<file path="src/sv/lzgf_pkg.sv">
// Shared types and constants for the LZ group-flag decompressor.
// Used by the front end, the command queue, the back end and the top level.
package lzgf_pkg;

  localparam int WINDOW_DEPTH = 4096;
  localparam int WIN_AW       = $clog2(WINDOW_DEPTH);
  localparam int OUT_LANES    = 8;
  localparam int LEN_W        = 9;   // copy length up to 273
  localparam int DIST_W       = 13;  // distance up to 4096
  localparam int FIFO_DEPTH   = 4;
  localparam int FIFO_AW      = $clog2(FIFO_DEPTH);

  localparam logic [4:0] HDR_LEN   = 5'd16;
  localparam logic [4:0] MAGIC_END = 5'd4;
  localparam logic [4:0] SIZE_END  = 5'd8;
  localparam logic [7:0] MAGIC [4] = '{8'h59, 8'h61, 8'h7A, 8'h30};

  localparam logic [LEN_W-1:0] SHORT_BIAS = 9'd2;
  localparam logic [LEN_W-1:0] LONG_BIAS  = 9'h12;

  typedef enum logic [1:0] {
    ST_OK        = 2'd0,
    ST_BAD_MAGIC = 2'd1,
    ST_TRUNC     = 2'd2,
    ST_REF_EARLY = 2'd3
  } status_t;

  typedef enum logic [1:0] {
    CMD_NONE = 2'd0,
    CMD_LIT  = 2'd1,
    CMD_COPY = 2'd2
  } cmd_kind_t;

  typedef enum logic [1:0] {
    TK_IDLE   = 2'd0,
    TK_FIRST  = 2'd1,
    TK_SECOND = 2'd2
  } token_phase_t;

  typedef enum logic [1:0] {
    BK_IDLE  = 2'd0,
    BK_BYTE  = 2'd1,
    BK_RDATA = 2'd2,
    BK_END   = 2'd3
  } back_state_t;

  // One classified input word: what the back end has to produce for it.
  typedef struct packed {
    cmd_kind_t         kind;
    logic [7:0]        lit;
    logic [DIST_W-1:0] distance;
    logic [LEN_W-1:0]  zeros;  // leading bytes that fall before the stream start
    logic [LEN_W-1:0]  len;    // bytes to produce, already clamped
    logic              last;
    status_t           status;
  } cmd_t;

endpackage

</file>
<file path="src/sv/lzgf_cmd_fifo.sv">
// Short command queue between front and back end.
// Depends on lzgf_pkg.
module lzgf_cmd_fifo import lzgf_pkg::*; (
  input  logic clk,
  input  logic rst,
  input  logic push,
  input  cmd_t din,
  input  logic pop,
  output cmd_t dout,
  output logic full,
  output logic empty
);

  cmd_t               mem [FIFO_DEPTH];
  logic [FIFO_AW-1:0] wr_ptr, rd_ptr;
  logic [FIFO_AW:0]   count;

  assign full  = count == FIFO_DEPTH[FIFO_AW:0];
  assign empty = count == '0;
  assign dout  = mem[rd_ptr];

  always_ff @(posedge clk) begin
    if (push) mem[wr_ptr] <= din;
  end

  always_ff @(posedge clk) begin
    if (rst) begin
      wr_ptr <= '0;
      rd_ptr <= '0;
      count  <= '0;
    end else begin
      if (push) wr_ptr <= wr_ptr + 1'b1;
      if (pop)  rd_ptr <= rd_ptr + 1'b1;
      count <= count + {{FIFO_AW{1'b0}}, push} - {{FIFO_AW{1'b0}}, pop};
    end
  end

`ifndef SYNTHESIS
  a_no_overflow: assert property (@(posedge clk) disable iff (rst) !(push && full && !pop))
    else $error("command queue overflow");
  a_no_underflow: assert property (@(posedge clk) disable iff (rst) !(pop && empty))
    else $error("command queue underflow");
`endif

endmodule

</file>
<file path="config.mk">
export PLATFORM = sky130hd
export DESIGN_NAME = lzgf_cmd_fifo
export DESIGN_NICKNAME = d
export VERILOG_FILES = /design/src/sv/lzgf_pkg.sv /design/src/sv/lzgf_cmd_fifo.sv
export SDC_FILE = /design/constraint.sdc
export NUM_CORES = 1
export LEC_CHECK = 0
export BUFFER_PORTS_ARGS = -buffer_cell sky130_fd_sc_hd__buf_2
export CAP_MARGIN = 30
export CORE_MARGIN = 3
export CORE_UTILIZATION = 50
export CTS_CLUSTER_SIZE = 20
export DETAILED_ROUTE_END_ITERATION = 12
export GPL_TIMING_DRIVEN = 0
export PLACE_DENSITY_LB_ADDON = 0.12
export SLEW_MARGIN = 25
export SYNTH_ARGS = -nofsm -noshare
export SYNTH_HDL_FRONTEND = slang
export SYNTH_SLANG_ARGS = --single-unit
</file>
<file path="constraint.sdc">
create_clock -name clk -period 5.7 [get_ports clk]
set_input_delay 0.285 -clock clk [delete_from_list [all_inputs] [get_ports clk]]
set_output_delay 0.285 -clock clk [all_outputs]
set_load 0.02 [all_outputs]
</file>
# Yosys cells after proc, flatten, opt, wreduce, memory -nomap -nowiden
# Memories as Yosys holds them, arrays and structs flattened. A register that Yosys moved wholly into a read port is not among the register bits.
# Cells that the tools add are included.
[classes]
n_eq_ne = 1
mux = 4
reduce_logical = 1
addsub = 4
[ops]
columns = ["operator", "count"]
rows = [
  ["$add A2 B1 Y2 const B", 2],
  ["$mux W2", 2],
  ["$add A3 B1 Y3", 1],
  ["$eq A3 B3 Y1 const B", 1],
  ["$logic_not A3 Y1", 1],
  ["$sub A3 B1 Y3", 1],
  ["$mux W1", 2],
]
[word_totals]
output_inout_bits = 46
ff_bits = 7
mem_bits_rw = 176
in_bits = 48
memories = 1
word_cells = 14
[mem_list]
columns = ["name", "words", "word_bits", "rd", "rd_clocked_by_memory_dff", "wr", "line", "source"]
rows = [
  ["mem", 4, 44, 1, 1, 1, "lzgf_cmd_fifo.sv:14", "cmd_t mem [FIFO_DEPTH];"],
]

# Longest topological paths before layout
[depth]
word_depth = 3
ltp_mapped = 7
ltp_nobuf = 7

# Least setup slack after synthesis
# Ideal clock, no wire load.
[synth_timing]
path_type = "register -> register"
startpoint = "reg wr_ptr[0]"
endpoint = "mem mem[2][0] (netlist name), enable pin"
arrival_time_ps = 1600
setup_ps = 406
required_time_ps = 5294
slack_ps = 3694
synth_period_minus_slack_ps = 2006
path_stages_with_launch = 4
n_path_buf = 0
path_cell_list = "dfxtp_1 inv_1 ha_1 and2_1"
[synth_rtl]
columns = ["element", "line", "source"]
rows = [
  ["from (decl)", "lzgf_cmd_fifo.sv:15", "logic [FIFO_AW-1:0] wr_ptr, rd_ptr;"],
  ["from (signal assigned)", "lzgf_cmd_fifo.sv:32", "if (push) wr_ptr <= wr_ptr + 1'b1;"],
  ["to (decl)", "lzgf_cmd_fifo.sv:14", ""],
]
# No word-level cell before the write port.

==> flow_summary.ini <==
[pwr]
ir_drop_mv = 0.194
pwr_density_cell_nw_per_um2 = 359
p_leak_nw = 2.78

[die]
die_y_um = 123
chipWidth_um = 123
fp.coreArea_um2 = 13300
ios = 94
placementRows = 42
die-area_um2 = 15100
start_util = 0.515

[clock_tree]
cts.repair.resized = 0
insertion_delay_ns = 0.42
clockBufferDepth = 2
cts-htree-levels = 4
cts-root-buf = clkbuf_16
post_cts_buffers = 0
cts-buffers-inserted = 17
cts_tree = yes
cts_hold_buffers = 0
cts_sinks = 185
cts.clk_slew.worst_paths_ns = 0.06

[critical_path]
cp-end-kind = primary output
ff2ff_setup_slack_ns = 3.94
worst_r2r_endpoint = count[2]$_SDFF_PP0_
timing.critical_path.mode_cell = buf_2
crit_path_start_kind = flop
worstReg2RegStart = count[0]$_SDFF_PP0_
path_depth = 4
worst-setup-path-type = flop to primary output
path_cells = clkbuf_2, buf_2, mux4_2, buf_2
path_delay_family = buffers and inverters
critical_path.max_fanout = 10
crit_path_max_incr_delay_ns = 0.36
crit_path_top_delay_cell = mux4_2
crit_buf_inv = 3
arrival_ns = 1.81
r2r_cells = 7
cp.required_ns = 5.41

[drt]
ant_nets = 0
num_vias = 3010
first_pass_iters = 4
drcViolationCount = 0
wl_per_cell_um = 19.7
vias_per_cell = 5.24
drt_iter0_drc = 209
wl_um = 11300

[synthesis]
syn_area_um2 = 6850
syn_nets = 327
seq_area_frac_synth = 0.798
syn_inst = 272
synth_edf_count = 176
yosys_warnings = 0
ys.flop_type = edfxtp_1
synth_cell_types = 22
async_reset_ff_frac = 0
synth.avg_cell_area_um2 = 25.2
ys_seq_elements = 185

[final_layout]
final_common_cell = edfxtp_1
fill_cells = 971
final_cell_mix = edfxtp_1, buf_2, mux4_2
layout-drive-gt1-share = 0.432
diodes = 0
final_nets = 443
area.growth.synth_to_final_pct = 18.3
final_core_util = 0.609

[min_path]
hold_path.class = input port to flop
worstHoldPathCells = 1
worstHoldEndpoint = mem[1][16]$_DFFE_PP_
min_from = din[16]

[sta]
skew_ns = 0.00946
fin_crit_ns = 2.10
worst_pin_slew_ns = 0.370
grt_setup_unrepaired = false
fmax_mhz = 477
hold_viol = 0
finalSetupViolCount = 0
slew_viol_final = 0
fin_setup_tns_ns = 0
period_share = 0.368
maxSlewHeadroom = 0.754

[global_route]
grt_pass1_wl_um = 17400
antenna_found_initial = 0
grt_usage = 0.161
grt_pass1_vias = 3167
gr-total-overflow = 0
grt_start_max_net_pins = 24

[place]
dp_hpwl_um = 7090
portBuffers = 93
place.gp.congestion = 0.676

[job]
drv_cap = 0

[run_status]
status = finished clean
[sequential cells by signal, summed over array words and instances, names as in the netlist, named ones only]
register	cells
mem	176
wr_ptr	2
count	3
rd_ptr	2
[layout make-up]
cell class / count / area [um^2] / area share
plain buffers: 10 / 116 / 0.0144
inverters: 6 / 22.5 / 0.00278
flip-flops and latches: 185 / 5470 / 0.675
repair buffers: 97 / 546 / 0.0674
clock inverters: 6 / 28.8 / 0.00355
clock buffers: 23 / 448 / 0.0553
well taps: 176 / 220 / 0.0272
multi-input cells: 71 / 1250 / 0.155
[report_power, final]
part	total [W]	switching [W]	leakage [nW]	internal [W]
Clock	0.000976	0.000433	0.229	0.000543
Combinational	0.000351	0.000193	0.861	0.000158
Sequential	0.00158	0.0000183	1.69	0.00156
[cell usage after synthesis (2+ instances only)]
master / instances / area share
mux4_2: 40 / 0.13
nor2_1: 5 / 0.0027
and2_1: 4 / 0.0037
ha_1: 6 / 0.011
xnor2_1: 2 / 0.0026
buf_12: 4 / 0.012
dfxtp_1: 9 / 0.026
nor2b_1: 2 / 0.0018
inv_1: 6 / 0.0033
mux4_1: 4 / 0.015
buf_2: 4 / 0.0029
edfxtp_1: 176 / 0.77
[per-stage QoR]
step	setup WS, ns	cells	hold WS, ns	power, W	instance area [um^2]
global route	3.48	574	0.0604	0.00303	8100
detailed placement	3.87	545	0.501	0.00197	7620
finish	3.60	574	0.0749	0.00291	8100
global placement	2.82	541	0.497	0.00195	7530
CTS	3.54	574	0.0620	0.00294	8100
floorplan	3.69	272	0.357	0.00184	6850
[worst register-to-register path, delay by kind of cell, from the launching register on]
family	cells	cell delay (ns)
simple gates	1	0.04
buf+inv	2	0.08
xor+xnor	1	0.38
fa+ha+maj	3	0.81
flops	1	0.33
[worst max path at each step]
stage	slack [ns]	to	from
global route	3.48	dout[23]	flop
finish	3.60	dout[1]	flop
detailed placement	3.87	count[2]$_SDFF_PP0_	pop
floorplan	3.69	mem[2][0]$_DFFE_PP_	wr_ptr[0]$_SDFFE_PP0P_
CTS	3.54	dout[18]	flop
global placement	2.82	mem[0][24]$_DFFE_PP_	wr_ptr[0]$_SDFFE_PP0P_
[kinds of logic after synthesis]
group,Yosys count,share of synthesized area
simple gates,14,0.0110
buf+inv,16,0.0203
fa+ha+maj,7,0.0139
flops,185,0.798
compound gates,2,0.00219
xor+xnor,3,0.00603
mux,45,0.148
[per-layer routing]
metal  GRT usage  vias up  wire [um]
met5           0        -          0
met4      0.0664        0        194
met3      0.0476       14        571
met2       0.265       69       5990
met1       0.202     1550       4540
li1            -     1377          -
Note: power is estimated with default switching activity, not from simulation.
