## src/sv/lzgf_pkg.sv

```systemverilog
// Shared types and constants for the LZ group-flag decompressor.
// Used by the front end, the command queue, the back end and the top level.
package lzgf_pkg;

  localparam int WINDOW_DEPTH = 4096;
  localparam int WIN_AW       = $clog2(WINDOW_DEPTH);
  localparam int OUT_LANES    = 8;
  localparam int LEN_W        = 9;   // copy length up to 273
  localparam int DIST_W       = 13;  // distance up to 4096
  localparam int FIFO_DEPTH   = 4;
  localparam int FIFO_AW      = $clog2(FIFO_DEPTH);

  localparam logic [4:0] HDR_LEN   = 5'd16;
  localparam logic [4:0] MAGIC_END = 5'd4;
  localparam logic [4:0] SIZE_END  = 5'd8;
  localparam logic [7:0] MAGIC [4] = '{8'h59, 8'h61, 8'h7A, 8'h30};

  localparam logic [LEN_W-1:0] SHORT_BIAS = 9'd2;
  localparam logic [LEN_W-1:0] LONG_BIAS  = 9'h12;

  typedef enum logic [1:0] {
    ST_OK        = 2'd0,
    ST_BAD_MAGIC = 2'd1,
    ST_TRUNC     = 2'd2,
    ST_REF_EARLY = 2'd3
  } status_t;

  typedef enum logic [1:0] {
    CMD_NONE = 2'd0,
    CMD_LIT  = 2'd1,
    CMD_COPY = 2'd2
  } cmd_kind_t;

  typedef enum logic [1:0] {
    TK_IDLE   = 2'd0,
    TK_FIRST  = 2'd1,
    TK_SECOND = 2'd2
  } token_phase_t;

  typedef enum logic [1:0] {
    BK_IDLE  = 2'd0,
    BK_BYTE  = 2'd1,
    BK_RDATA = 2'd2,
    BK_END   = 2'd3
  } back_state_t;

  // One classified input word: what the back end has to produce for it.
  typedef struct packed {
    cmd_kind_t         kind;
    logic [7:0]        lit;
    logic [DIST_W-1:0] distance;
    logic [LEN_W-1:0]  zeros;  // leading bytes that fall before the stream start
    logic [LEN_W-1:0]  len;    // bytes to produce, already clamped
    logic              last;
    status_t           status;
  } cmd_t;

endpackage

```

## src/sv/lzgf_in_if.sv

```systemverilog
// Compressed byte channel: valid/ready plus payload.
// Depends on nothing.
interface lzgf_in_if;
  logic       valid;
  logic       ready;
  logic [7:0] in_byte;
  logic       in_last;

  modport source (output valid, output in_byte, output in_last, input ready);
  modport sink   (input valid, input in_byte, input in_last, output ready);
endinterface

```

## src/sv/lzgf_front.sv

```systemverilog
// Front end: header check, flag and token parsing, clamp and status per word.
// Depends on lzgf_pkg and lzgf_in_if.
module lzgf_front import lzgf_pkg::*; (
  input  logic    clk,
  input  logic    rst,
  lzgf_in_if.sink in_chan,
  output cmd_t    cmd,
  output logic    cmd_push,
  input  logic    cmd_full
);

  logic [4:0]   hdr_idx, hdr_next;
  logic [31:0]  target, target_next;
  logic [31:0]  produced, produced_next;
  logic [7:0]   flag, flag_next;
  logic [3:0]   fpos, fpos_next;
  token_phase_t tphase, tphase_next;
  logic [7:0]   tfirst, tfirst_next;
  logic [7:0]   tsecond, tsecond_next;
  status_t      err, err_next;

  logic             accept;
  logic             lit_go, copy_go, trunc, room, early, err3;
  logic [7:0]       b, c_first, c_second;
  logic [LEN_W-1:0] c_len, eff, zeros;
  logic [31:0]      avail;
  logic [DIST_W-1:0] distance, gap;
  status_t          err_take, err_ref;

  assign accept        = in_chan.valid && !cmd_full;
  assign in_chan.ready = !cmd_full;
  assign b             = in_chan.in_byte;

  always_comb begin
    hdr_next      = hdr_idx;
    target_next   = target;
    flag_next     = flag;
    fpos_next     = fpos;
    tphase_next   = tphase;
    tfirst_next   = tfirst;
    tsecond_next  = tsecond;
    lit_go        = 1'b0;
    copy_go       = 1'b0;
    c_first       = tfirst;
    c_second      = tsecond;
    c_len         = '0;
    trunc         = 1'b0;
    err_take      = err;
    if (err != ST_BAD_MAGIC) begin
      if (hdr_idx < HDR_LEN) begin
        if (hdr_idx < MAGIC_END) begin
          if (b != MAGIC[hdr_idx[1:0]] && err == ST_OK) err_take = ST_BAD_MAGIC;
        end else if (hdr_idx < SIZE_END) begin
          target_next = {target[23:0], b};
        end
        hdr_next = hdr_idx + 5'd1;
      end else if (produced >= target) begin
        // declared size reached: drop the word
      end else if (tphase == TK_IDLE && fpos[3]) begin
        flag_next = b;
        fpos_next = '0;
      end else if (tphase == TK_IDLE) begin
        if (flag[3'd7 - fpos[2:0]]) begin
          lit_go    = 1'b1;
          fpos_next = fpos + 4'd1;
        end else begin
          tfirst_next = b;
          tphase_next = TK_FIRST;
        end
      end else if (tphase == TK_FIRST) begin
        tsecond_next = b;
        if (tfirst[7:4] != 4'd0) begin
          copy_go     = 1'b1;
          c_second    = b;
          c_len       = {5'd0, tfirst[7:4]} + SHORT_BIAS;
          tphase_next = TK_IDLE;
          fpos_next   = fpos + 4'd1;
        end else begin
          tphase_next = TK_SECOND;
        end
      end else begin
        copy_go     = 1'b1;
        c_len       = {1'b0, b} + LONG_BIAS;
        tphase_next = TK_IDLE;
        fpos_next   = fpos + 4'd1;
      end
      // end of stream: close an open header or token
      if (in_chan.in_last && err_take != ST_BAD_MAGIC) begin
        if (hdr_next < HDR_LEN) begin
          trunc = 1'b1;
        end else if (tphase_next != TK_IDLE) begin
          trunc   = 1'b1;
          copy_go = 1'b1;
          c_first = tfirst_next;
          if (tphase_next == TK_FIRST) begin
            c_second = 8'd0;
            c_len    = (tfirst_next[7:4] != 4'd0) ?
                       ({5'd0, tfirst_next[7:4]} + SHORT_BIAS) : LONG_BIAS;
          end else begin
            c_second = tsecond_next;
            c_len    = LONG_BIAS;
          end
          tphase_next = TK_IDLE;
          fpos_next   = fpos_next + 4'd1;
        end
      end
    end

    // clamp the copy at the declared size and find bytes before stream start
    room  = produced < target;
    avail = target - produced;
    if (!room)                          eff = '0;
    else if (avail < {23'd0, c_len})    eff = avail[LEN_W-1:0];
    else                                eff = c_len;
    distance = {1'b0, c_first[3:0], c_second} + 13'd1;
    early = {19'd0, distance} > produced;
    gap   = distance - produced[DIST_W-1:0];
    if (!early)                         zeros = '0;
    else if (gap < {4'd0, eff})         zeros = gap[LEN_W-1:0];
    else                                zeros = eff;
    err3  = copy_go && (eff != '0) && early;

    if (lit_go)       produced_next = produced + 32'd1;
    else if (copy_go) produced_next = produced + {23'd0, eff};
    else              produced_next = produced;

    err_ref  = (err_take == ST_OK && err3) ? ST_REF_EARLY : err_take;
    err_next = (err_ref == ST_OK && trunc) ? ST_TRUNC : err_ref;

    if (lit_go)                      cmd.kind = CMD_LIT;
    else if (copy_go && eff != '0)   cmd.kind = CMD_COPY;
    else                             cmd.kind = CMD_NONE;
    cmd.lit      = b;
    cmd.distance = distance;
    cmd.zeros    = lit_go ? '0 : zeros;
    cmd.len      = lit_go ? 9'd1 : (copy_go ? eff : '0);
    cmd.last     = in_chan.in_last;
    cmd.status   = err_next;
    cmd_push     = accept && (cmd.kind != CMD_NONE || in_chan.in_last);
  end

  always_ff @(posedge clk) begin
    if (rst || (accept && in_chan.in_last)) begin
      hdr_idx  <= '0;
      target   <= '0;
      produced <= '0;
      flag     <= '0;
      fpos     <= 4'd8;
      tphase   <= TK_IDLE;
      tfirst   <= '0;
      tsecond  <= '0;
      err      <= ST_OK;
    end else if (accept) begin
      hdr_idx  <= hdr_next;
      target   <= target_next;
      produced <= produced_next;
      flag     <= flag_next;
      fpos     <= fpos_next;
      tphase   <= tphase_next;
      tfirst   <= tfirst_next;
      tsecond  <= tsecond_next;
      err      <= err_next;
    end
  end

`ifndef SYNTHESIS
  a_fpos_range: assert property (@(posedge clk) disable iff (rst) fpos <= 4'd8)
    else $error("flag position out of range");
  a_produced_clamp: assert property (@(posedge clk) disable iff (rst)
    hdr_idx == HDR_LEN |-> produced <= target)
    else $error("produced count past declared size");
`endif

endmodule

```

## src/flat_wrapper.sv

```systemverilog
// flat-port wrapper written by rule: the top's interface ports become plain ports
module lzgf_front_flat import lzgf_pkg::*;
  (clk, rst, cmd, cmd_push, cmd_full, in_chan_valid, in_chan_in_byte, in_chan_in_last, in_chan_ready);
  lzgf_in_if in_chan_i ();
  input  logic clk;
  input  logic rst;
  output cmd_t cmd;
  output logic cmd_push;
  input  logic cmd_full;
  input wire logic [$bits(in_chan_i.valid)-1:0] in_chan_valid;
  input wire logic [$bits(in_chan_i.in_byte)-1:0] in_chan_in_byte;
  input wire logic [$bits(in_chan_i.in_last)-1:0] in_chan_in_last;
  output wire logic [$bits(in_chan_i.ready)-1:0] in_chan_ready;
  assign in_chan_i.valid = in_chan_valid;
  assign in_chan_i.in_byte = in_chan_in_byte;
  assign in_chan_i.in_last = in_chan_in_last;
  assign in_chan_ready = in_chan_i.ready;
  lzgf_front u_core (.clk(clk), .rst(rst), .in_chan(in_chan_i), .cmd(cmd), .cmd_push(cmd_push), .cmd_full(cmd_full));
endmodule
```

## config.mk

```make
export PLATFORM = sky130hd
export DESIGN_NAME = lzgf_front_flat
export DESIGN_NICKNAME = d
export VERILOG_FILES = /design/src/sv/lzgf_pkg.sv /design/src/sv/lzgf_in_if.sv /design/src/sv/lzgf_front.sv /design/src/flat_wrapper.sv
export SDC_FILE = /design/constraint.sdc
export NUM_CORES = 1
export LEC_CHECK = 0
export ABC_AREA = 1
export BUFFER_PORTS_ARGS = -buffer_cell sky130_fd_sc_hd__buf_2
export CAP_MARGIN = 25
export CORE_MARGIN = 2
export CORE_UTILIZATION = 54
export CTS_CLUSTER_DIAMETER = 80
export DETAILED_ROUTE_END_ITERATION = 10
export PLACE_DENSITY = 0.72
export SYNTH_ARGS = -nofsm -noshare
export SYNTH_HDL_FRONTEND = slang
export SYNTH_SLANG_ARGS = --single-unit
```

## constraint.sdc

```tcl
create_clock -name clk -period 7.5 [get_ports clk]
set_clock_uncertainty 0.2 [all_clocks]
set_input_delay 0.375 -clock clk [delete_from_list [all_inputs] [get_ports clk]]
set_output_delay 0.375 -clock clk [all_outputs]
set_load 0.01 [all_outputs]
```

== Yosys cells after proc, flatten, opt, wreduce, memory -nomap -nowiden ==
Cells that the tools add are included.

* Order comparisons: 11
* Bitwise gates (word level): 4
* Eq/ne operators: 5
* $add $sub $neg: 12
* Multiplexer cells: 105
* Reduce and logical (&&, ||, !) cells: 27

{| class="wikitable"
|+ Operators with widths
! cell !! count
|-
| 8-bit 2-to-1 mux || 24
|-
| 9-bit 2-to-1 mux || 19
|-
| 32-bit 2-to-1 mux || 2
|-
| 4-bit 2-to-1 mux || 15
|-
| 2-bit 2-to-1 mux || 20
|-
| 32-bit by 1-bit adder with 32-bit output, second input constant || 1
|-
| 32-bit by 9-bit adder with 32-bit output || 1
|-
| 32-bit >= comparator || 1
|-
| 13-bit by 32-bit greater-than comparator with 1-bit output || 1
|-
| 32-bit less-than comparator || 1
|-
| 32-bit by 9-bit less-than comparator with 1-bit output || 1
|-
| 32-bit subtractor || 1
|-
| 1-bit 2-to-1 mux || 21
|-
| 8-bit binary-select mux with 2-bit select || 1
|-
| 12-bit by 1-bit adder with 13-bit output, second input constant || 1
|-
| 13-bit by 9-bit less-than comparator with 1-bit output || 1
|-
| 13-bit subtractor || 1
|-
| 4-bit by 2-bit adder with 5-bit output, second input constant || 2
|-
| 1-bit logical AND || 10
|-
| 5-bit less-than comparator, second input constant || 2
|-
| 5-bit 2-to-1 mux || 2
|-
| 5-bit AND reduction || 2
|-
| 8-bit by 5-bit adder with 9-bit output, second input constant || 1
|-
| 9-bit nonzero test || 1
|-
| other kinds (19) || 32
|}

* Logic and storage cells: 173
* Output and inout port bits: 46
* Register bits after elaboration: 101

== Longest topological paths before layout ==
Gate-level depths: netlist of the first run.

* Word-level depth: 27
* Mapped depth: 55
* Depth with buffers taken out: 55

== Worst setup path before layout of the first run ==
OpenSTA, ideal clock, no wires.

* Path type: reg2out
* Start point: register u_core.produced[1]
* End point: output port cmd[19] (netlist name)
* Arrival: 5.820 ns
* Stages on the path, launching flop included: 41
* Buffers on the path: 2
* Slack: 1.105 ns
* Path through: dfxtp_1 inv_1 fa_1 nand2_1 nand2_1 nand3_2 nand2_2 nand2_2 nand2_2 nand2_2 nand2_4 nand3_4 inv_2 o21ai_2 inv_1 nand2_2 nand3_2 buf_4 (+5 left out) inv_1 ha_1 a21oi_1 o21ai_0 a31oi_1 o21a_1 nor2_1 a211oi_1 xor2_1 ha_1 inv_1 nor3_1 a2111oi_0 nand2_2 buf_6 nand2_2 nand2_1 nor2_1

{| class="wikitable"
|+ RTL lines
! what !! line !! source
|-
| start: declaration || lzgf_front.sv:14 || <nowiki>logic [31:0] produced, produced_next;</nowiki>
|-
| start signal: assignment || lzgf_front.sv:156 || <nowiki>produced <= produced_next;</nowiki>
|-
| end: declaration || flat_wrapper.sv:7 || <nowiki>output cmd_t cmd;</nowiki>
|}

==> metrics, run 1 <==
status finished clean; Pwr Total 1.45 mW; DRT iter0 DRCs 801; Most common cell on crit path nand2_2; IO buf count 58; Avg Inst Size Synth 6.43 um^2; Worst Reg2Reg Path Length in Cells 49; DRT antenna net count 0; Arr. time, crit path 6.58 ns; Synth Instances 1442; Hold Crit Class primary input to register; FF+latch count, synth 101; count of unique library cells instantiated by Yosys 59; vias in the first global route 8665; GR Layer Usage met2 0.490; placed inst area 0.00977 mm^2; number of H-tree levels 3; Max Fclk 140 MHz; GRT Residual Overflow 0; first-pass GRT wire length 43800 um; endpoints failing setup 0; Async SR Flop Fraction 0; synthesis-to-finish area growth 13.8%; Slew HR 0.449; Die Ht 135 um; final-report max-slew violation count 0; drt total wl 27800 um; sequential area share after synthesis 0.218; clk root buf clkbuf_16; clk_lat worst skew 0.37 ns; grt met3 use 0.0477; diode count 0; Crit Path Class register to primary output; period utilisation layout 0.954; Final WS setup 0.347 ns; min Tclk post-route 7.15 ns; GRT Util Overall 0.302; Ys Warns 0; chip width 135 um; Critical path origin u_core.produced[15]; drt drc 0; FF-to-FF End u_core.produced[26]; commonest cells after routing, fill and taps aside nand2_1 (253), inv_1 (190), nor2_1 (185); EDFF count, synth 0; reg2reg setup slack 0.55 ns; Top-Level Pins 59; syn_nets 1538; row count 47; worst slack, placed 0.0150 ns; cell area after layout 0.0105 mm^2; share of layout cells above drive strength 1 0.149; Hold Slack 0.244 ns; slowest stage delay, CP 0.39 ns; Clock Path Buffers 2; DR vias 9777; routed vias/inst 5.64; GR Util met1 0.400; Routability Congestion 1.00; Post-DP HPWL 21600 um; Post-Syn Area 0.00927 mm^2; Starting Density 0.555; CTS tree yes; clk slew on worst S/H paths 0.07 ns; CP Data Required Time 6.92 ns; Fin. Hold Viols 0; CTS Buf Count 9; critical path endpoint category primary output; max-cap viol count 0; leakage 5.41 nW; Layout Utilization 0.632; worst reg2reg startpoint u_core.produced[15]; antenna violations before repair 0; DIE AREA 0.0182 mm^2; worst-margin pin slew 0.825 ns; most common cell after layout, fill and taps aside nand2_1; busiest layer in global routing met2; Crit Path Max Fanout 17; drt wl/cell 16.0 um; peak supply drop 0.127 mV; Core ar. 0.0167 mm^2; slowest stage cell, crit path ha_2; pwr dens 138 mW/mm^2; Pre-antenna DRT Iters 5; CP Launch Type register; ys flop type dfxtp_1; CP Capture Point cmd[20]; clock sinks 101; cts hold-fix bufs 0; Layout Nets 1605; pin count of the biggest net entering global routing 62
[kinds of logic (layout without fill, tap and decap cells)]
family                     after synthesis  in the layout  synth area share
buffers and inverters                  245            316             0.105
and+or+nand+nor                        622            623             0.306
xor gates and xnor gates                57             57            0.0539
DFF                                    101            101             0.218
muxes                                    3              3           0.00324
AOI/OAI and AO/OA                      331            331             0.199
adders and majority gates               83             83             0.114
[per-stage QoR]
stage	std cells	setup TNS, ns
after global placement	1698	0
after global routing	1734	-0.453
after detailed placement	1698	0
after floorplan	1442	0
after CTS	1715	0
final	1734	0
[power breakdown]
group / total (mW) / switching, mW / internal [mW]
Clock: 0.514 / 0.246 / 0.268
Combinational: 0.388 / 0.241 / 0.147
Sequential: 0.552 / 0.00839 / 0.543
[final cells by class]
| class | count | area [um^2] |
|---|---|---|
| Multi-Input combinational cell | 1097 | 6580 |
| Fill cell | 1587 | 6150 |
| Sequential cell | 101 | 2030 |
| Inverter | 205 | 776 |
| Timing Repair Buffer | 95 | 572 |
| Tap cell | 220 | 275 |
| Clock buffer | 9 | 225 |
| Clock inverter | 7 | 86.3 |
[how the worst min path moves through the flow]
stage                  startpoint               end  slack, ns  cells past startpoint
6_report       in_chan_in_byte[2]  u_core.target[2]       0.24                      3
5_1_grt        in_chan_in_byte[2]    u_core.flag[2]       0.27                      3
4_1_cts        in_chan_in_byte[2]  u_core.target[2]       0.23                      3
3_5_place_dp     u_core.tphase[0]  u_core.tphase[0]       0.29                      2
3_3_place_gp     u_core.tphase[0]  u_core.tphase[0]       0.28                      2
2_1_floorplan    u_core.target[0]  u_core.target[8]       0.24                      2
[routing by layer]
metal / vias up / share of wire
met4: 0 / 0.034
met2: 351 / 0.45
met3: 65 / 0.071
met5: - / 0
li1: 4927 / -
met1: 4434 / 0.44
[Yosys cell counts (16+ instances only)]
cell type | count | area [um^2]
nor4_1 | 16 | 100
nor3_1 | 28 | 140
nand4_1 | 22 | 138
xnor2_1 | 23 | 201
ha_1 | 80 | 1000
nand3_1 | 54 | 270
dfxtp_1 | 101 | 2020
nor2_1 | 186 | 698
a21oi_1 | 136 | 681
inv_1 | 194 | 728
clkbuf_1 | 23 | 86.3
xor2_1 | 34 | 298
o21ai_0 | 125 | 626
nand2_1 | 255 | 957
[sequential cells by signal, summed over array words and instances (netlist names)]
register and cells:
u_core.produced 32, u_core.target 32, u_core.flag 8, u_core.tfirst 8
u_core.tsecond 8, u_core.hdr_idx 5, u_core.fpos 4, u_core.err 2
u_core.tphase 2
[worst max-delay path: cells and delay by family, from the launching register on]
kind,cells,cell delay (ns)
buf+inv,7,0.93
xor+xnor,2,0.55
simple gates,17,2.09
compound gates,8,1.57
flops,1,0.38
fa+ha+maj,2,0.67
[what timing repair did]
item	in CTS	in global routing
buffers inserted	1	18
gates cloned	0	1
resized for setup	8	60
endpoints found under the setup margin	9	29
pin swaps	1	15
No activity file was read; power rests on OpenSTA's default activity.
==> run 2, diff against run 1 <==
--- a/config.mk
+++ b/config.mk
@@ -8,7 +8,6 @@
 export ABC_AREA = 1
 export BUFFER_PORTS_ARGS = -buffer_cell sky130_fd_sc_hd__buf_2
 export CAP_MARGIN = 25
-export CORE_MARGIN = 2
 export CORE_UTILIZATION = 54
 export CTS_CLUSTER_DIAMETER = 80
 export DETAILED_ROUTE_END_ITERATION = 10
==> run 2 against run 1 <==
  * First-iteration DRC count shrank 3.7%
  * Sequential cell count is the same
  * Wire length grew 2.3%
  * Clock power shrank 2%
==> metrics, run 2 (synthesis results as in run 1) <==
status finished clean (unchanged); Layout Nets 1604 (was 1605); worst reg2reg startpoint u_core.produced[12] (was u_core.produced[15]); worst slack, placed -0.0495 ns (was 0.0150 ns); Top-Level Pins 59 (unchanged); commonest cells after routing, fill and taps aside nand2_1 (251), inv_1 (189), nor2_1 (186) (was nand2_1 (253), inv_1 (190), nor2_1 (185)); chip width 133 um (was 135 um); Fin. Hold Viols 0 (unchanged); routed vias/inst 5.66 (was 5.64); max-cap viol count 0 (unchanged); Hold Crit Class primary input to register (unchanged); CTS Buf Count 9 (unchanged); pin count of the biggest net entering global routing 72 (was 62); first-pass GRT wire length 44600 um (was 43800 um); CP Launch Type register (unchanged); number of H-tree levels 3 (unchanged); Pre-antenna DRT Iters 6 (was 5); Multi-input gate area 0.00674 mm^2 (was 0.00658 mm^2); clock sinks 101 (unchanged); Largest regs u_core.produced (32), u_core.target (32) (unchanged); min Tclk post-route 7.09 ns (was 7.15 ns); clk slew on worst S/H paths 0.07 ns (about the same); Hold Slack 0.257 ns (was 0.244 ns); period utilisation layout 0.946 (was 0.954); drt wl/cell 16.4 um (was 16.0 um); pwr dens 136 mW/mm^2 (was 138 mW/mm^2); vias in the first global route 8851 (was 8665); Layout Utilization 0.642 (was 0.632); share of layout cells above drive strength 1 0.157 (was 0.149); Most common cell on crit path nand2_1 (was nand2_2); register cell area after layout 0.00203 mm^2 (about the same); WP buf/inv 7 (unchanged); synthesis-to-finish area growth 15.2% (was 13.8%); drt drc 0 (unchanged); # fillers 1488 (was 1587); min-delay src in_chan_in_byte[7] (was in_chan_in_byte[2]); clk root buf clkbuf_16 (unchanged); CP Data Required Time 6.92 ns (about the same); IO buf count 58 (unchanged); Post-DP HPWL 21700 um (was 21600 um); Max Fclk 141 MHz (was 140 MHz); Crit Path Max Fanout 8 (was 17); DR vias 9813 (was 9777); Core ar. 0.0166 mm^2 (was 0.0167 mm^2); critical path endpoint category primary output (unchanged); row count 47 (unchanged); endpoints failing setup 0 (unchanged); GRT Residual Overflow 0 (unchanged); peak supply drop 0.116 mV (was 0.127 mV); slowest stage cell, crit path ha_2 (unchanged); Clock Path Buffers 2 (unchanged); unrepaired setup endpoints after global routing yes; Slew HR 0.423 (was 0.449); worst-margin pin slew 0.858 ns (was 0.825 ns); clk_lat worst skew 0.37 ns (about the same); DRT antenna net count 0 (unchanged); Critical path origin u_core.produced[27] (was u_core.produced[15]); Routability Congestion 0.955 (was 1.00); DRT iter0 DRCs 771 (was 801); DIE AREA 0.0177 mm^2 (was 0.0182 mm^2); leakage 5.42 nW (was 5.41 nW); GRT Util Overall 0.317 (was 0.302); CTS tree yes (unchanged); Final WS setup 0.407 ns (was 0.347 ns); drt total wl 28500 um (was 27800 um); Arr. time, crit path 6.52 ns (was 6.58 ns); Crit Path Class register to primary output (unchanged); diode count 0 (unchanged); Starting Density 0.557 (was 0.555); CP top delay family simple AND/OR/NAND/NOR gates (unchanged); Pwr Total 1.45 mW (about the same); most common cell after layout, fill and taps aside nand2_1 (unchanged); cts hold-fix bufs 0 (unchanged); slowest stage delay, CP 0.35 ns (was 0.39 ns); final-report max-slew violation count 0 (unchanged); Die Ht 133 um (was 135 um); antenna violations before repair 0 (unchanged)
run 2: cell count changes in the layout (fill, tap and decap cells not counted), moves of 3 or more:
cell | previous run | this run
o21ai_1 | 8 | 12
ha_4 | 10 | 19
o21ai_2 | 6 | 3
inv_2 | 9 | 12
ha_1 | 63 | 52
run 2: report_power, final:
| group | internal (mW) | switching, mW | total (mW) |
|---|---|---|---|
| registers | 0.544 | 0.00785 | 0.552 |
| clock network | 0.273 | 0.233 | 0.506 |
| logic | 0.151 | 0.244 | 0.395 |
run 2: worst paths after layout:
kind | to | slack, ns | depth (start not counted)
worst max-delay path | cmd[17] | 0.41 | 36
worst min-delay path | u_core.target[7] | 0.26 | 3
worst max register to register | u_core.produced[26] | 0.53 | 48
worst min register to register | u_core.target[8] | 0.29 | 2
run 2: tightest hold or removal path, cell delays in order:
cell and delay (ns):
buf_2 0.13, inv_1 0.13, a21oi_1 0.14
run 2: metrics by stage:
stage / cell area [um^2] / instances / setup TNS (ns)
after detailed placement: 9780 / 1699 / -0.0708
final: 10700 / 1733 / 0
after CTS: 10100 / 1717 / 0
after global placement: 9780 / 1699 / -0.0202
after global routing: 10700 / 1733 / -0.0582
after floorplan: 9270 / 1442 / 0
run 2: repair_timing:
item	in CTS	in global routing
hold endpoints to repair	0	0
resized for setup	6	80
setup endpoints to repair	9	28
buffers inserted	2	15
pin swaps	1	13
gates cloned	0	1
run 2: layer usage:
layer  wire length [um]  global-route usage
met1              12600               0.417
met2              12800               0.513
met3               1850              0.0429
met4               1200               0.141
met5                  0                   0
run 2: cell type report:
class                   count  share of cell area
flip-flops and latches    101               0.190
clock buffers              11              0.0227
inverters                 205              0.0720
well taps                 220              0.0258
multi-input cells        1097               0.631
clock inverters             5             0.00609
repair buffers             94              0.0525
==> run 3, diff against run 2 <==
--- a/config.mk
+++ b/config.mk
@@ -12,6 +12,7 @@
 export CTS_CLUSTER_DIAMETER = 80
 export DETAILED_ROUTE_END_ITERATION = 10
 export PLACE_DENSITY = 0.72
+export REMOVE_ABC_BUFFERS = 1
 export SYNTH_ARGS = -nofsm -noshare
 export SYNTH_HDL_FRONTEND = slang
 export SYNTH_SLANG_ARGS = --single-unit
==> run 3 against run 2 <==
  * Sequential power is essentially flat
  * Final cell count rose by 0.23%
  * Setup slack worse by 0.053 ns
  * Critical endpoint is now cmd[19]
  * Sequential cell count unchanged
  * Register-to-register slack better by 0.03 ns
  * Via count is 1.1% higher
  * Fmax shrank 0.74%
  * Clock power down 4.0%
  * Cell area decreased by 0.56%
  * Worst hold slack worse by 0.022 ns
==> metrics, run 3 (synthesis results as in run 1) <==
Crit Path Class register to primary output (unchanged); Pre-antenna DRT Iters 5 (was 6); synthesis-to-finish area growth 14.6% (was 15.2%); DR vias 9918 (was 9813); clk root buf clkbuf_16 (unchanged); drt total wl 28100 um (was 28500 um); worst-margin pin slew 0.879 ns (was 0.858 ns); max-cap viol count 0 (unchanged); Post-DP HPWL 21700 um (about the same); commonest cells after routing, fill and taps aside nand2_1 (253), inv_1 (189), nor2_1 (186) (was nand2_1 (251), inv_1 (189), nor2_1 (186)); min Tclk post-route 7.15 ns (was 7.09 ns); Hold Slack 0.235 ns (was 0.257 ns); DRT antenna net count 0 (unchanged); Slew HR 0.412 (was 0.423); Hold Crit Class primary input to register (unchanged); chip width 133 um (unchanged); Core ar. 0.0166 mm^2 (unchanged); Post-Layout Cell Count 1737 (was 1733); pwr dens 133 mW/mm^2 (was 136 mW/mm^2); slowest stage delay, CP 0.40 ns (was 0.35 ns); routed vias/inst 5.71 (was 5.66); placed insts 1698 (was 1699); leakage 5.44 nW (was 5.42 nW); clock sinks 101 (unchanged); GRT Residual Overflow 0 (unchanged); worst reg2reg startpoint u_core.produced[21] (was u_core.produced[12]); Most common cell on crit path nand2_2 (was nand2_1); vias in the first global route 8829 (was 8851); Top-Level Pins 59 (unchanged); Routability Congestion 0.977 (was 0.955); clk_lat worst skew 0.37 ns (about the same); CTS Buf Count 9 (unchanged); peak supply drop 0.178 mV (was 0.116 mV); DIE AREA 0.0177 mm^2 (unchanged); final-report max-slew violation count 0 (unchanged); Arr. time, crit path 6.57 ns (was 6.52 ns); diode count 0 (unchanged); CTS tree yes (unchanged); share of layout cells above drive strength 1 0.152 (was 0.157); Clock Path Buffers 2 (unchanged); Pwr Total 1.41 mW (was 1.45 mW); CP Data Required Time 6.92 ns (about the same); antenna violations before repair 0 (unchanged); Starting Density 0.557 (unchanged); row count 47 (unchanged); Fin. Hold Viols 0 (unchanged); status finished clean (unchanged); CP top delay family simple AND/OR/NAND/NOR gates (unchanged); period utilisation layout 0.953 (was 0.946); min-delay src in_chan_in_byte[4] (was in_chan_in_byte[7]); pin count of the biggest net entering global routing 63 (was 72); DRT iter0 DRCs 1046 (was 771); first-pass GRT wire length 44100 um (was 44600 um); number of H-tree levels 3 (unchanged); CP Launch Type register (unchanged); IO buf count 58 (unchanged); drt drc 0 (unchanged); most common cell after layout, fill and taps aside nand2_1 (unchanged); slowest stage cell, crit path ha_1 (was ha_2); GRT Util Overall 0.313 (was 0.317); drt wl/cell 16.2 um (was 16.4 um); endpoints failing setup 0 (unchanged); Largest regs u_core.produced (32), u_core.target (32) (unchanged); Layout Utilization 0.638 (was 0.642); Max Fclk 140 MHz (was 141 MHz); critical path endpoint category primary output (unchanged); Crit Path Max Fanout 15 (was 8); Die Ht 133 um (unchanged); Layout Nets 1608 (was 1604); WP buf/inv 6 (was 7); Critical path origin u_core.produced[21] (was u_core.produced[27]); clk slew on worst S/H paths 0.08 ns (was 0.07 ns)
==> run 3: cell types whose count changed in the layout (fill, tap and decap cells not counted), sizes merged <==
cell | previous run | this run
buf | 94 | 98
bufinv | 1 | 0
clkbuf | 11 | 9
clkinv | 5 | 8
clkinvlp | 0 | 2
inv | 204 | 202
==> run 3: final cells by class <==
type	instances	area, um^2
inverters	205	773
repair buffers	98	602
clock inverters	7	85.1
well taps	220	275
fillers	1543	6020
clock buffers	9	225
flip-flops and latches	101	2030
multi-input cells	1097	6630
==> run 3: final timing paths <==
check	endpoint	slack (ns)	cells past startpoint
max reg2reg	u_core.produced[26]	0.56	47
min reg2reg	u_core.tphase[0]	0.29	2
max	cmd[19]	0.35	36
min	u_core.target[4]	0.23	3
==> run 3: metrics by stage <==
step / setup slack [ns] / TNS, ns / cell area [um^2]
2_1_floorplan: 1.05 / 0 / 9060
3_3_place_gp: 0.239 / 0 / 9770
3_5_place_dp: -0.0239 / -0.0470 / 9770
4_1_cts: 0.0530 / 0 / 10100
5_1_grt: -0.0973 / -0.653 / 10600
6_report: 0.354 / 0 / 10600
==> run 3: repair_timing <==
item                                    in CTS  in global routing
pin swaps                                    1                 16
gates cloned                                 0                  1
setup buffers                                2                 20
hold buffers                                 0                  0
endpoints found under the setup margin       9                 29
resized for setup                            6                 73
==> run 3: worst register-to-register path: cells and delay by family, from the launching register on <==
family	cells	cell delay [ns]
flip-flops	1	0.39
AO/OA/AOI/OAI	8	1.25
buffers and inverters	5	0.53
AND/OR/NAND/NOR	30	3.40
adder cells (fa/ha/maj)	4	1.06
==> run 3: power breakdown <==
group	total (mW)	switching, mW	internal, mW
combinational	0.375	0.233	0.142
sequential	0.552	0.00839	0.543
clock	0.486	0.248	0.238
total	1.41	0.489	0.924
==> run 3: routing by layer <==
layer | routed length, um | track usage | share of wire | vias up
met3 | 1880 | 0.0467 | 0.067 | 58
met1 | 13000 | 0.435 | 0.46 | 4561
met2 | 12400 | 0.484 | 0.44 | 366
li1 | - | - | - | 4933
met4 | 806 | 0.125 | 0.029 | 0
met5 | 0 | 0 | 0 | -
